`src/design/usbtok_pkg.sv`:
```
// ----------------------------------------------------------------------------
// usbtok_pkg
// Shared types and constants for the USB low-speed token handler.
// ----------------------------------------------------------------------------
package usbtok_pkg;

  localparam int NUM_EP        = 2;
  localparam int EP_W          = 1;
  localparam int ADDR_W        = 7;
  localparam int SPACE_W       = 4;
  localparam int LEN_W         = 4;
  localparam int PID_CRC_BYTES = 3;

  localparam int IN_TDATA_W  = 32;
  localparam int IN_TUSER_W  = 2;
  localparam int OUT_TDATA_W = 16;

  localparam logic [7:0] PID_SETUP = 8'h2D;
  localparam logic [7:0] PID_OUT   = 8'hE1;
  localparam logic [7:0] PID_IN    = 8'h69;
  localparam logic [7:0] PID_DATA0 = 8'hC3;
  localparam logic [7:0] PID_DATA1 = 8'h4B;

  typedef enum logic [1:0] {
    FN_PACKET     = 2'd0,
    FN_TX_LOADED  = 2'd1,
    FN_RX_CONSUMED = 2'd2,
    FN_SET_ADDR   = 2'd3
  } func_t;

  typedef enum logic [1:0] {
    HS_NONE = 2'd0,
    HS_ACK  = 2'd1,
    HS_NAK  = 2'd2,
    HS_DATA = 2'd3
  } hs_t;

  typedef enum logic [1:0] {
    STAGE_NONE  = 2'd0,
    STAGE_SETUP = 2'd1,
    STAGE_OUT   = 2'd2
  } stage_t;

  typedef struct packed {
    func_t              func;
    logic [7:0]         pid;
    logic [7:0]         token_byte;
    logic [SPACE_W-1:0] rx_space_left;
    logic [EP_W-1:0]    endpoint_sel;
    logic [ADDR_W-1:0]  new_address;
  } item_t;

  typedef struct packed {
    hs_t             handshake;
    logic [EP_W-1:0] endpoint;
    logic            store_data;
    logic [LEN_W-1:0] data_length;
    stage_t          ep0_stage;
    logic            watchdog_clear;
  } result_t;

  // pipeline control between the input stage and the result stage
  typedef struct packed {
    logic advance;
    logic fire;
  } pipe_ctl_t;

endpackage

```
`src/design/usbtok_in_stage.sv`:
```
// ----------------------------------------------------------------------------
// usbtok_in_stage
// Input register: captures one item whenever the stage is empty or moving.
// ----------------------------------------------------------------------------
module usbtok_in_stage
  import usbtok_pkg::*;
(
  input  logic      clk,
  input  logic      rst_n,
  input  logic      in_valid,
  output logic      in_ready,
  input  item_t     in_item,
  input  logic      advance,
  output logic      s1_valid,
  output item_t     s1_item
);

  logic  valid_r, valid_nxt;
  item_t item_r;

  assign in_ready  = !valid_r || advance;
  assign valid_nxt = in_ready ? in_valid : valid_r;

  always_ff @(posedge clk) begin
    if (!rst_n) begin
      valid_r <= 1'b0;
    end else begin
      valid_r <= valid_nxt;
    end
  end

  always_ff @(posedge clk) begin
    if (in_valid && in_ready) begin
      item_r <= in_item;
    end
  end

  assign s1_valid = valid_r;
  assign s1_item  = item_r;

endmodule

```
`src/design/usbtok_core.sv`:
```
// ----------------------------------------------------------------------------
// usbtok_core
// Device state and transaction decode; state moves once per processed item.
// ----------------------------------------------------------------------------
module usbtok_core
  import usbtok_pkg::*;
#(
  parameter int RX_BUFFER_BYTES = 14
)
(
  input  logic      clk,
  input  logic      rst_n,
  input  pipe_ctl_t ctl,
  input  item_t     item,
  output result_t   res
);

  localparam int GOT_W = $clog2(RX_BUFFER_BYTES + 1);
  localparam logic [GOT_W-1:0] RXB     = GOT_W'(RX_BUFFER_BYTES);
  localparam logic [GOT_W-1:0] CRC_LEN = GOT_W'(PID_CRC_BYTES);

  logic [ADDR_W-1:0] dev_address_r, dev_address_nxt;
  logic [ADDR_W-1:0] pending_r, pending_nxt;
  stage_t            token_stage_r, token_stage_nxt;
  logic [EP_W-1:0]   active_ep_r, active_ep_nxt;
  logic [NUM_EP-1:0] tx_ready_r, tx_ready_nxt;
  logic [NUM_EP-1:0] rx_full_r, rx_full_nxt;
  logic [LEN_W-1:0]  rx_len_r [NUM_EP];
  logic [LEN_W-1:0]  rx_len_nxt [NUM_EP];
  stage_t            ep0_stage_r, ep0_stage_nxt;

  logic              addressed;
  logic [EP_W-1:0]   tok_ep;
  logic [GOT_W-1:0]  space_ext;
  logic [GOT_W-1:0]  got;
  logic [GOT_W-1:0]  got_net;

  assign addressed = item.token_byte[ADDR_W-1:0] == dev_address_r;
  assign tok_ep    = item.token_byte[7];
  assign space_ext = GOT_W'(item.rx_space_left);
  assign got       = (space_ext > RXB) ? '0 : RXB - space_ext;
  assign got_net   = got - CRC_LEN;

  always_comb begin
    dev_address_nxt = dev_address_r;
    pending_nxt     = pending_r;
    token_stage_nxt = token_stage_r;
    active_ep_nxt   = active_ep_r;
    tx_ready_nxt    = tx_ready_r;
    rx_full_nxt     = rx_full_r;
    rx_len_nxt      = rx_len_r;
    ep0_stage_nxt   = ep0_stage_r;
    res             = '0;

    unique case (item.func)
      FN_TX_LOADED: begin
        tx_ready_nxt[item.endpoint_sel] = 1'b1;
        res.endpoint = item.endpoint_sel;
      end
      FN_RX_CONSUMED: begin
        rx_full_nxt[item.endpoint_sel] = 1'b0;
        res.endpoint    = item.endpoint_sel;
        res.data_length = rx_len_r[item.endpoint_sel];
      end
      FN_SET_ADDR: begin
        pending_nxt = item.new_address;
      end
      default: begin
        case (item.pid)
          PID_SETUP: begin
            if (addressed) begin
              token_stage_nxt = STAGE_SETUP;
              active_ep_nxt   = '0;
            end else begin
              token_stage_nxt = STAGE_NONE;
            end
          end
          PID_OUT: begin
            if (addressed) begin
              token_stage_nxt = STAGE_OUT;
              active_ep_nxt   = tok_ep;
            end else begin
              token_stage_nxt = STAGE_NONE;
            end
          end
          PID_IN: begin
            if (addressed) begin
              active_ep_nxt = tok_ep;
              if (tx_ready_r[tok_ep]) begin
                res.handshake        = HS_DATA;
                tx_ready_nxt[tok_ep] = 1'b0;
                // pending address of zero means none pending
                if (pending_r != '0) begin
                  dev_address_nxt = pending_r;
                  pending_nxt     = '0;
                end
              end else begin
                res.handshake = HS_NAK;
              end
              res.watchdog_clear = 1'b1;
            end
            token_stage_nxt = STAGE_NONE;
          end
          PID_DATA0, PID_DATA1: begin
            if (token_stage_r != STAGE_NONE) begin
              if (!rx_full_r[active_ep_r]) begin
                rx_full_nxt[active_ep_r] = 1'b1;
                res.handshake = HS_ACK;
                if (active_ep_r == '0) begin
                  ep0_stage_nxt = token_stage_r;
                end
                if (got > CRC_LEN) begin
                  res.data_length = got_net[LEN_W-1:0];
                  res.store_data  = 1'b1;
                end
                rx_len_nxt[active_ep_r] = res.data_length;
              end
              token_stage_nxt = STAGE_NONE;
            end
          end
          default: begin
          end
        endcase
        res.endpoint = active_ep_nxt;
      end
    endcase

    res.ep0_stage = ep0_stage_nxt;
  end

  always_ff @(posedge clk) begin
    if (!rst_n) begin
      dev_address_r <= '0;
      pending_r     <= '0;
      token_stage_r <= STAGE_NONE;
      active_ep_r   <= '0;
      tx_ready_r    <= '0;
      rx_full_r     <= '0;
      rx_len_r      <= '{default: '0};
      ep0_stage_r   <= STAGE_NONE;
    end else if (ctl.fire) begin
      dev_address_r <= dev_address_nxt;
      pending_r     <= pending_nxt;
      token_stage_r <= token_stage_nxt;
      active_ep_r   <= active_ep_nxt;
      tx_ready_r    <= tx_ready_nxt;
      rx_full_r     <= rx_full_nxt;
      rx_len_r      <= rx_len_nxt;
      ep0_stage_r   <= ep0_stage_nxt;
    end
  end

endmodule

```
`src/design/usbtok_out_stage.sv`:
```
// ----------------------------------------------------------------------------
// usbtok_out_stage
// Result register: holds one result until the downstream side takes it.
// ----------------------------------------------------------------------------
module usbtok_out_stage
  import usbtok_pkg::*;
(
  input  logic      clk,
  input  logic      rst_n,
  input  logic      s1_valid,
  input  result_t   res,
  output pipe_ctl_t ctl,
  output logic      out_valid,
  input  logic      out_ready,
  output result_t   out_res
);

  logic    valid_r, valid_nxt;
  result_t res_r;

  assign ctl.advance = !valid_r || out_ready;
  assign ctl.fire    = s1_valid && ctl.advance;
  assign valid_nxt   = ctl.advance ? s1_valid : valid_r;

  always_ff @(posedge clk) begin
    if (!rst_n) begin
      valid_r <= 1'b0;
    end else begin
      valid_r <= valid_nxt;
    end
  end

  always_ff @(posedge clk) begin
    if (ctl.fire) begin
      res_r <= res;
    end
  end

  assign out_valid = valid_r;
  assign out_res   = res_r;

endmodule

```
`src/design/usb_device_token_handler.sv`:
```
// ----------------------------------------------------------------------------
// usb_device_token_handler
// USB low-speed device transaction handler for two endpoints.
//
//   channel  direction  carries
//   in_*     input      received packet or firmware event, one per item
//   out_*    output     handshake action and status, one per input item
//
// One item per cycle sustained while out_tready is high; out_tvalid rises once
// an accepted item has passed the input register, then the result register.
// Device state updates when an item moves from the input register into the
// result register. Reset clears all device state and both valid flags. A
// stalled result holds while one more item waits in the input register.
// ----------------------------------------------------------------------------
module usb_device_token_handler
  import usbtok_pkg::*;
#(
  parameter int RX_BUFFER_BYTES = 14
)
(
  input  logic                   clk,
  input  logic                   rst_n,
  input  logic                   in_tvalid,
  output logic                   in_tready,
  // [7:0] pid, [15:8] token_byte, [19:16] rx_space_left,
  // [20] endpoint_sel, [27:21] new_address, [31:28] zero
  input  logic [IN_TDATA_W-1:0]  in_tdata,
  // [1:0] func
  input  logic [IN_TUSER_W-1:0]  in_tuser,
  output logic                   out_tvalid,
  input  logic                   out_tready,
  // [1:0] handshake, [2] endpoint, [3] store_data, [7:4] data_length,
  // [9:8] ep0_stage, [10] watchdog_clear, [15:11] zero
  output logic [OUT_TDATA_W-1:0] out_tdata
);

  item_t     in_item;
  item_t     s1_item;
  logic      s1_valid;
  result_t   res;
  result_t   out_res;
  pipe_ctl_t ctl;

  assign in_item.func          = func_t'(in_tuser[1:0]);
  assign in_item.pid           = in_tdata[7:0];
  assign in_item.token_byte    = in_tdata[15:8];
  assign in_item.rx_space_left = in_tdata[19:16];
  assign in_item.endpoint_sel  = in_tdata[20];
  assign in_item.new_address   = in_tdata[27:21];

  usbtok_in_stage u_in (
    .clk      (clk),
    .rst_n    (rst_n),
    .in_valid (in_tvalid),
    .in_ready (in_tready),
    .in_item  (in_item),
    .advance  (ctl.advance),
    .s1_valid (s1_valid),
    .s1_item  (s1_item)
  );

  usbtok_core #(
    .RX_BUFFER_BYTES (RX_BUFFER_BYTES)
  ) u_core (
    .clk   (clk),
    .rst_n (rst_n),
    .ctl   (ctl),
    .item  (s1_item),
    .res   (res)
  );

  usbtok_out_stage u_out (
    .clk       (clk),
    .rst_n     (rst_n),
    .s1_valid  (s1_valid),
    .res       (res),
    .ctl       (ctl),
    .out_valid (out_tvalid),
    .out_ready (out_tready),
    .out_res   (out_res)
  );

  assign out_tdata = {5'b0, out_res.watchdog_clear, out_res.ep0_stage,
                      out_res.data_length, out_res.store_data,
                      out_res.endpoint, out_res.handshake};

endmodule

```
`config.mk`:
```
export PLATFORM = sky130hd
export DESIGN_NAME = usb_device_token_handler
export DESIGN_NICKNAME = d
export VERILOG_FILES = /design/src/design/usbtok_pkg.sv /design/src/design/usbtok_in_stage.sv /design/src/design/usbtok_core.sv /design/src/design/usbtok_out_stage.sv /design/src/design/usb_device_token_handler.sv
export SDC_FILE = /design/constraint.sdc
export NUM_CORES = 1
export LEC_CHECK = 0
export BUFFER_PORTS_ARGS = -buffer_cell sky130_fd_sc_hd__buf_2
export CORE_UTILIZATION = 25
export DETAILED_ROUTE_END_ITERATION = 8
export PLACE_DENSITY = 0.4
export SLEW_MARGIN = 0
export SYNTH_ARGS = -nofsm -noshare
export SYNTH_HDL_FRONTEND = slang
export SYNTH_HIERARCHICAL = 1
export SYNTH_SLANG_ARGS = --single-unit
export TNS_END_PERCENT = 5
```
`constraint.sdc`:
```
create_clock -name clk -period 4.72 [get_ports clk]
set_input_delay 0.472 -clock clk [delete_from_list [all_inputs] [get_ports clk]]
set_output_delay 0.472 -clock clk [all_outputs]
set_load 0.02 [all_outputs]
```
* Word-level counts from Yosys, hierarchy flattened *
Index checks and enable logic that the tools add are counted.

storage, ports and cells
  bits of input ports = 38
  latch bits = 0
  word-level logic and storage cells = 158
  memory bits (writable) = 0
  memories = 0
  ROM bits = 0
  register bits after elaboration = 74

operators by class
  order comparisons = 11
  reductions and logical operators = 37
  shifts and indexed selects = 0
  bitwise gates (word level) = 16
  add/subtract/negate cells = 2
  div/mod/pow operators = 0
  multiplexer cells = 58
  multiply operators = 0
  equality and inequality tests = 11

operator list
  kind                                                                  count
  4-bit two-way mux                                                     8
  2-bit two-way mux                                                     15
  7-bit two-way mux                                                     4
  5-bit two-way mux                                                     5
  2-bit nonzero test                                                    10
  8-bit by 7-bit == test with 1-bit output, second input constant       2
  8-bit == test, second input constant                                  2
  5-bit AND reduction                                                   3
  7-bit one-hot mux with 2 select lines                                 1
  1-bit two-way mux                                                     13
  2-bit one-hot mux with 2 select lines                                 3
  6-bit AND reduction                                                   2
  2-bit OR reduction                                                    5
  8-bit bitwise mux                                                     1
  8-bit by 6-bit == test with 1-bit output, second input constant       1
  1-bit NOT                                                             8
  2-bit one-hot mux with 4 select lines                                 1
  4-bit one-hot mux with 2 select lines                                 1
  7-bit == test                                                         1
  7-bit nonzero test                                                    1
  1-bit logical AND                                                     6
  1-bit by 2-bit < comparator with 1-bit output, second input constant  3
  6-bit OR reduction                                                    1
  2-bit bitwise AND                                                     2
  other kinds (24)                                                      36

* Depth between registers and ports, before layout *
  depth after elaboration = 12
  depth in mapped cells = 9
  depth with buffers taken out = 8

* Hierarchy *
The synthesis kept the hierarchy.

by module, submodules not included
  module                    area each (µm²)  seq. area each (µm²)  cells an instance  times used
  usbtok_core               2068.2           620.6                 250                1
  usbtok_in_stage           958.4            920.9                 35                 1
  usbtok_out_stage          387.9            350.3                 16                 1
  usb_device_token_handler  41.3             0.0                   6                  1

* Worst setup path before layout *
OpenSTA, ideal clock, no wires.

  kind = input to register
  from = input out_tready
  to = register u_core.dev_address_r[0]
  required time = 4.592 ns
  library setup time = 0.128 ns
  slack = 2.615 ns
  buffers on the path = 1
  cell stages on the path = 8
  arrival = 1.978 ns
  path through = nand2b_4 and2_4 and2_1 clkbuf_1 o211ai_1 nor4_4 mux2i_1 nor2_1

RTL lines
  element               RTL line                        RTL
  from (decl)           usb_device_token_handler.sv:31  input logic out_tready,
  to (signal assigned)  usbtok_core.sv:142              dev_address_r <= dev_address_nxt;
  to (decl)             usbtok_core.sv:22               logic [ADDR_W-1:0] dev_address_r, dev_address_nxt;

* Worst setup path after layout *
  from = register u_in.item_r (netlist bit u_in/s1_item[28])
  to = register u_core.dev_address_r[1]

on the way
  longest elaborated chain between the ends = 4
  elaborated cells between the ends (all ways) = 6
  classes of those cells = 3 x eq/ne; 1 x bitwise; 2 x reduce/logical

ends and longest elaborated chain
  element                                                                    RTL line               RTL
  from (decl)                                                                usbtok_in_stage.sv:19  item_t item_r;
  from (signal assigned)                                                     usbtok_in_stage.sv:34  item_r <= in_item;
  2-bit by 1-bit == test with 1-bit output or 2-bit == test (tied branches)  usbtok_core.sv:55      unique case (item.func)
  3-bit OR reduction (no line) *                                             -
  1-bit NOT (no line) *                                                      -
  6-bit AND reduction (no line) *                                            -

Every way passes the cells marked *; elsewhere a longest branch is shown, timed or not.
A chain may end at the register's enable or synchronous reset.

==> impl_metrics.tcl <==
set metrics [dict create \
    fillers 1422 \
    cpPeakStageDelay_ps 490 \
    r2r-end "u_core/dev_address_r[1]$_SDFFE_PN0P_" \
    critPathKind "flop to flop" \
    start_kind "flop" \
    synth_area_per_cell_um2 11.3 \
    ctsResizeCount 0 \
    start_util 0.259 \
    tritoncts "yes" \
    drt_iter0_markers 142 \
    synth_seq_cells 74 \
    post_cts_buffers 0 \
    hold_violations 0 \
    clock.fmax_mhz 424 \
    die_area_um2 14300 \
    fin_crit_ps 2360 \
    tightest_slew_ps 847 \
    globalplace.congestion 0.721 \
    path_buf_inv 1 \
    cp-startpoint "u_in/s1_item[28]$_DFFE_PP_" \
    synth_top_area_share 0.356 \
    power.leakage_nw 1.59 \
    fin_tns_setup_ps 0 \
    path_clk_slew_ps 60 \
    num_vias 2382 \
    grt_max_degree 38 \
    grt_pass1_vias 2327 \
    grt_pass1_wl_mm 12.1 \
    antenna_found_initial 0 \
    yosysTopAreaCell "edfxtp_1" \
    syn_area_um2 3460 \
    finClkSkew_ps 5.28 \
    power_switching_mw 0.335 \
    first_pass_iters 4 \
    syn2layout_area_growth_pct 19.0 \
    crit_chain "inv_1, ha_1, and2_1, o211ai_1, nor4_4, mux2i_1, nor2_1" \
    combPwrFrac 0.073 \
    postSynthCellCount 307 \
    synthArstFlopShare 0 \
    slowest_stage "nor4_4" \
    setup_viol 0 \
    synth-edff-count 41 \
    cp.arrival_ps 2570 \
    p_seq_frac 0.483 \
    grt_usage 0.112 \
    ir_drop_v 0.000204 \
    io_buffers 46 \
    swShare 0.222 \
    rows 42 \
    cp.required_ps 4930 \
    slew_headroom 0.434 \
    rsz0062_at_grt "no" \
    hold_depth 1 \
    antenna_cells 0 \
    intPower_mw 1.17 \
    place_area_um2 3830 \
    pwr-share-clk 0.444 \
    io_pins 56 \
    synth_seq_area_share 0.547 \
    htree_num_levels 3 \
    overflow 0 \
    clockRootBuffer "clkbuf_16" \
    via_per_inst 4.51 \
    hold_slack_ps 307 \
    r2r_setup_slack_ps 2360 \
    synth_cell_types 53 \
    hp-class "input pin to flop" \
    synth_area_leaders "edfxtp_1, dfxtp_1, mux2i_1" \
    clock_path_buffers 2 \
    core_region_area_um2 13300 \
    drive_gt1_frac 0.205 \
    synth_flop_cell "edfxtp_1" \
    path_max_fanout 12 \
    detail-route-antenna-nets 0 \
    maxCapViolations 0 \
    min-delay-start "in_tdata[2]" \
    dpl.hpwl_mm 5.09 \
    final-max-slew-violation-count 0 \
    drc 0 \
    dieWidth_um 120 \
    layout_worst_path_cycle_share 0.500 \
    dieHeight_um 120 \
    wl_per_cell_um 13.8 \
    whs_endpoint "u_in/s1_item[22]$_DFFE_PP_" \
    insertion_delay_ps 340 \
    wl_mm 7.27 \
    power_density_nw_per_um2 366 \
    reg2reg_from "u_in/s1_item[28]$_DFFE_PP_" \
    yosys_warnings 6 \
    critPathTopFamily "simple AND/OR/NAND/NOR gates" \
    fin_nets 392 \
    cts_sinks 74 \
    postCtsHoldBufs 0 \
    final_area_um2 4110 \
    status "complete, no violations" \
    numCtsBuffers 9 \
    endpoint_kind "flop" \
    rr_worst_depth 7 \
]
-- power by group through the flow --
stage / clock network, mW / registers [mW] / logic [mW]
2_1_floorplan: 0 / 0.739 / 0.0766
3_3_place_gp: 0 / 0.741 / 0.109
3_5_place_dp: 0 / 0.742 / 0.111
4_1_cts: 0.695 / 0.728 / 0.111
5_1_grt: 0.722 / 0.731 / 0.123
6_report: 0.669 / 0.728 / 0.109
-- registers in the layout, summed over array words and instances, names as in the netlist --
register and count:
u_core/dev_address_r 7, u_in/s1_item 30, u_core/active_ep_r 1, u_in/s1_valid 1, u_core/token_stage_r 2, u_core/tx_ready_r 2, u_core/rx_full_r 2, u_core/rx_len_r 8
u_out/out_valid 1, u_core/pending_r 7, u_out/out_res 11, u_core/ep0_stage_r 2
-- worst max path at each step --
stage	to	slack (ps)	depth (start not counted)
6_report	u_core/dev_address_r[1]$_SDFFE_PN0P_	2360	7
3_3_place_gp	u_core/dev_address_r[3]$_SDFFE_PN0P_	2300	8
2_1_floorplan	u_core/dev_address_r[0]$_SDFFE_PN0P_	2610	8
5_1_grt	u_core/dev_address_r[0]$_SDFFE_PN0P_	2110	7
3_5_place_dp	u_core/dev_address_r[1]$_SDFFE_PN0P_	2300	8
4_1_cts	u_core/dev_address_r[2]$_SDFFE_PN0P_	2330	7
-- through the flow --
stage | utilization | power (mW) | cells | setup slack, ps
2_1_floorplan | - | 0.815 | 311 | 2610
3_3_place_gp | 0.287 | 0.851 | 513 | 2300
3_5_place_dp | 0.287 | 0.853 | 513 | 2300
4_1_cts | 0.308 | 1.53 | 528 | 2330
5_1_grt | 0.308 | 1.58 | 528 | 2110
6_report | 0.308 | 1.51 | 528 | 2360
-- synthesized netlist by cell type, types with 2 or more instances --
cell type  number
a21boi_2        2
a21oi_1         8
a31oi_1         8
a41o_1          6
and2_1          5
and2_4          2
and3_1          2
and4b_1         2
buf_4           5
clkbuf_1       14
dfxtp_1        33
edfxtp_1       41
ha_1            6
inv_1          11
mux2_2          2
mux2i_1        21
nand2_1        24
nand2b_1        5
nand2b_4        3
nand3_1        10
nand3b_1        2
nand4_1         6
nand4bb_1       2
nor2_1         18
nor2b_1         2
nor3_1          6
nor3b_1         5
nor4_1          3
o211ai_1        2
o21ai_0        17
o41ai_1         2
or4_1           2
xnor2_1        10
-- cell families (layout without fill, tap and decap cells) --
kind of cell,Yosys count,count (layout),share of synthesized area
AND/OR/NAND/NOR,107,107,0.189
flip-flops,74,74,0.547
AO/OA/AOI/OAI,55,55,0.109
buffers and inverters,31,72,0.0395
multiplexers,23,23,0.0673
XOR/XNOR,10,10,0.0253
adder cells (fa/ha/maj),6,6,0.0217
other,1,5,0.00109
-- cell type report --
cell class | count | area [µm²] | area share
Inverter | 11 | 41.3 | 0.0100
Multi-Input combinational cell | 206 | 1440 | 0.351
Clock inverter | 3 | 40.0 | 0.00974
Timing Repair Buffer | 46 | 230 | 0.0560
Tap cell | 176 | 220 | 0.0535
Clock buffer | 12 | 246 | 0.0599
Sequential cell | 74 | 1890 | 0.460
-- cells in the final DEF (no fill, tap or decap), types with 6 or more instances in the layout --
cell type,instances
buf_2,46
edfxtp_1,41
dfxtp_1,33
nand2_1,24
mux2i_1,21
nor2_1,18
o21ai_0,17
inv_1,11
xnor2_1,10
nand3_1,10
clkbuf_16,9
a31oi_1,8
a21oi_1,8
nand4_1,6
nor3_1,6
a41o_1,6
ha_1,6
-- worst reg2reg max path: cells and delay by family (launching register included) --
family          cells  cell delay, ps
simple gates        3             870
flops               1             420
fa+ha+maj           1             390
mux                 1             270
compound gates      1             170
buf+inv             1             110
-- routing by layer --
metal | up-vias | GRT usage | wire length (µm)
li1 | 1218 | - | -
met4 | 0 | 0.0563 | 151
met5 | - | 0 | 0
met3 | 12 | 0.0333 | 316
met1 | 1094 | 0.146 | 3550
met2 | 58 | 0.169 | 3250
No activity file was read; power rests on OpenSTA's default activity.
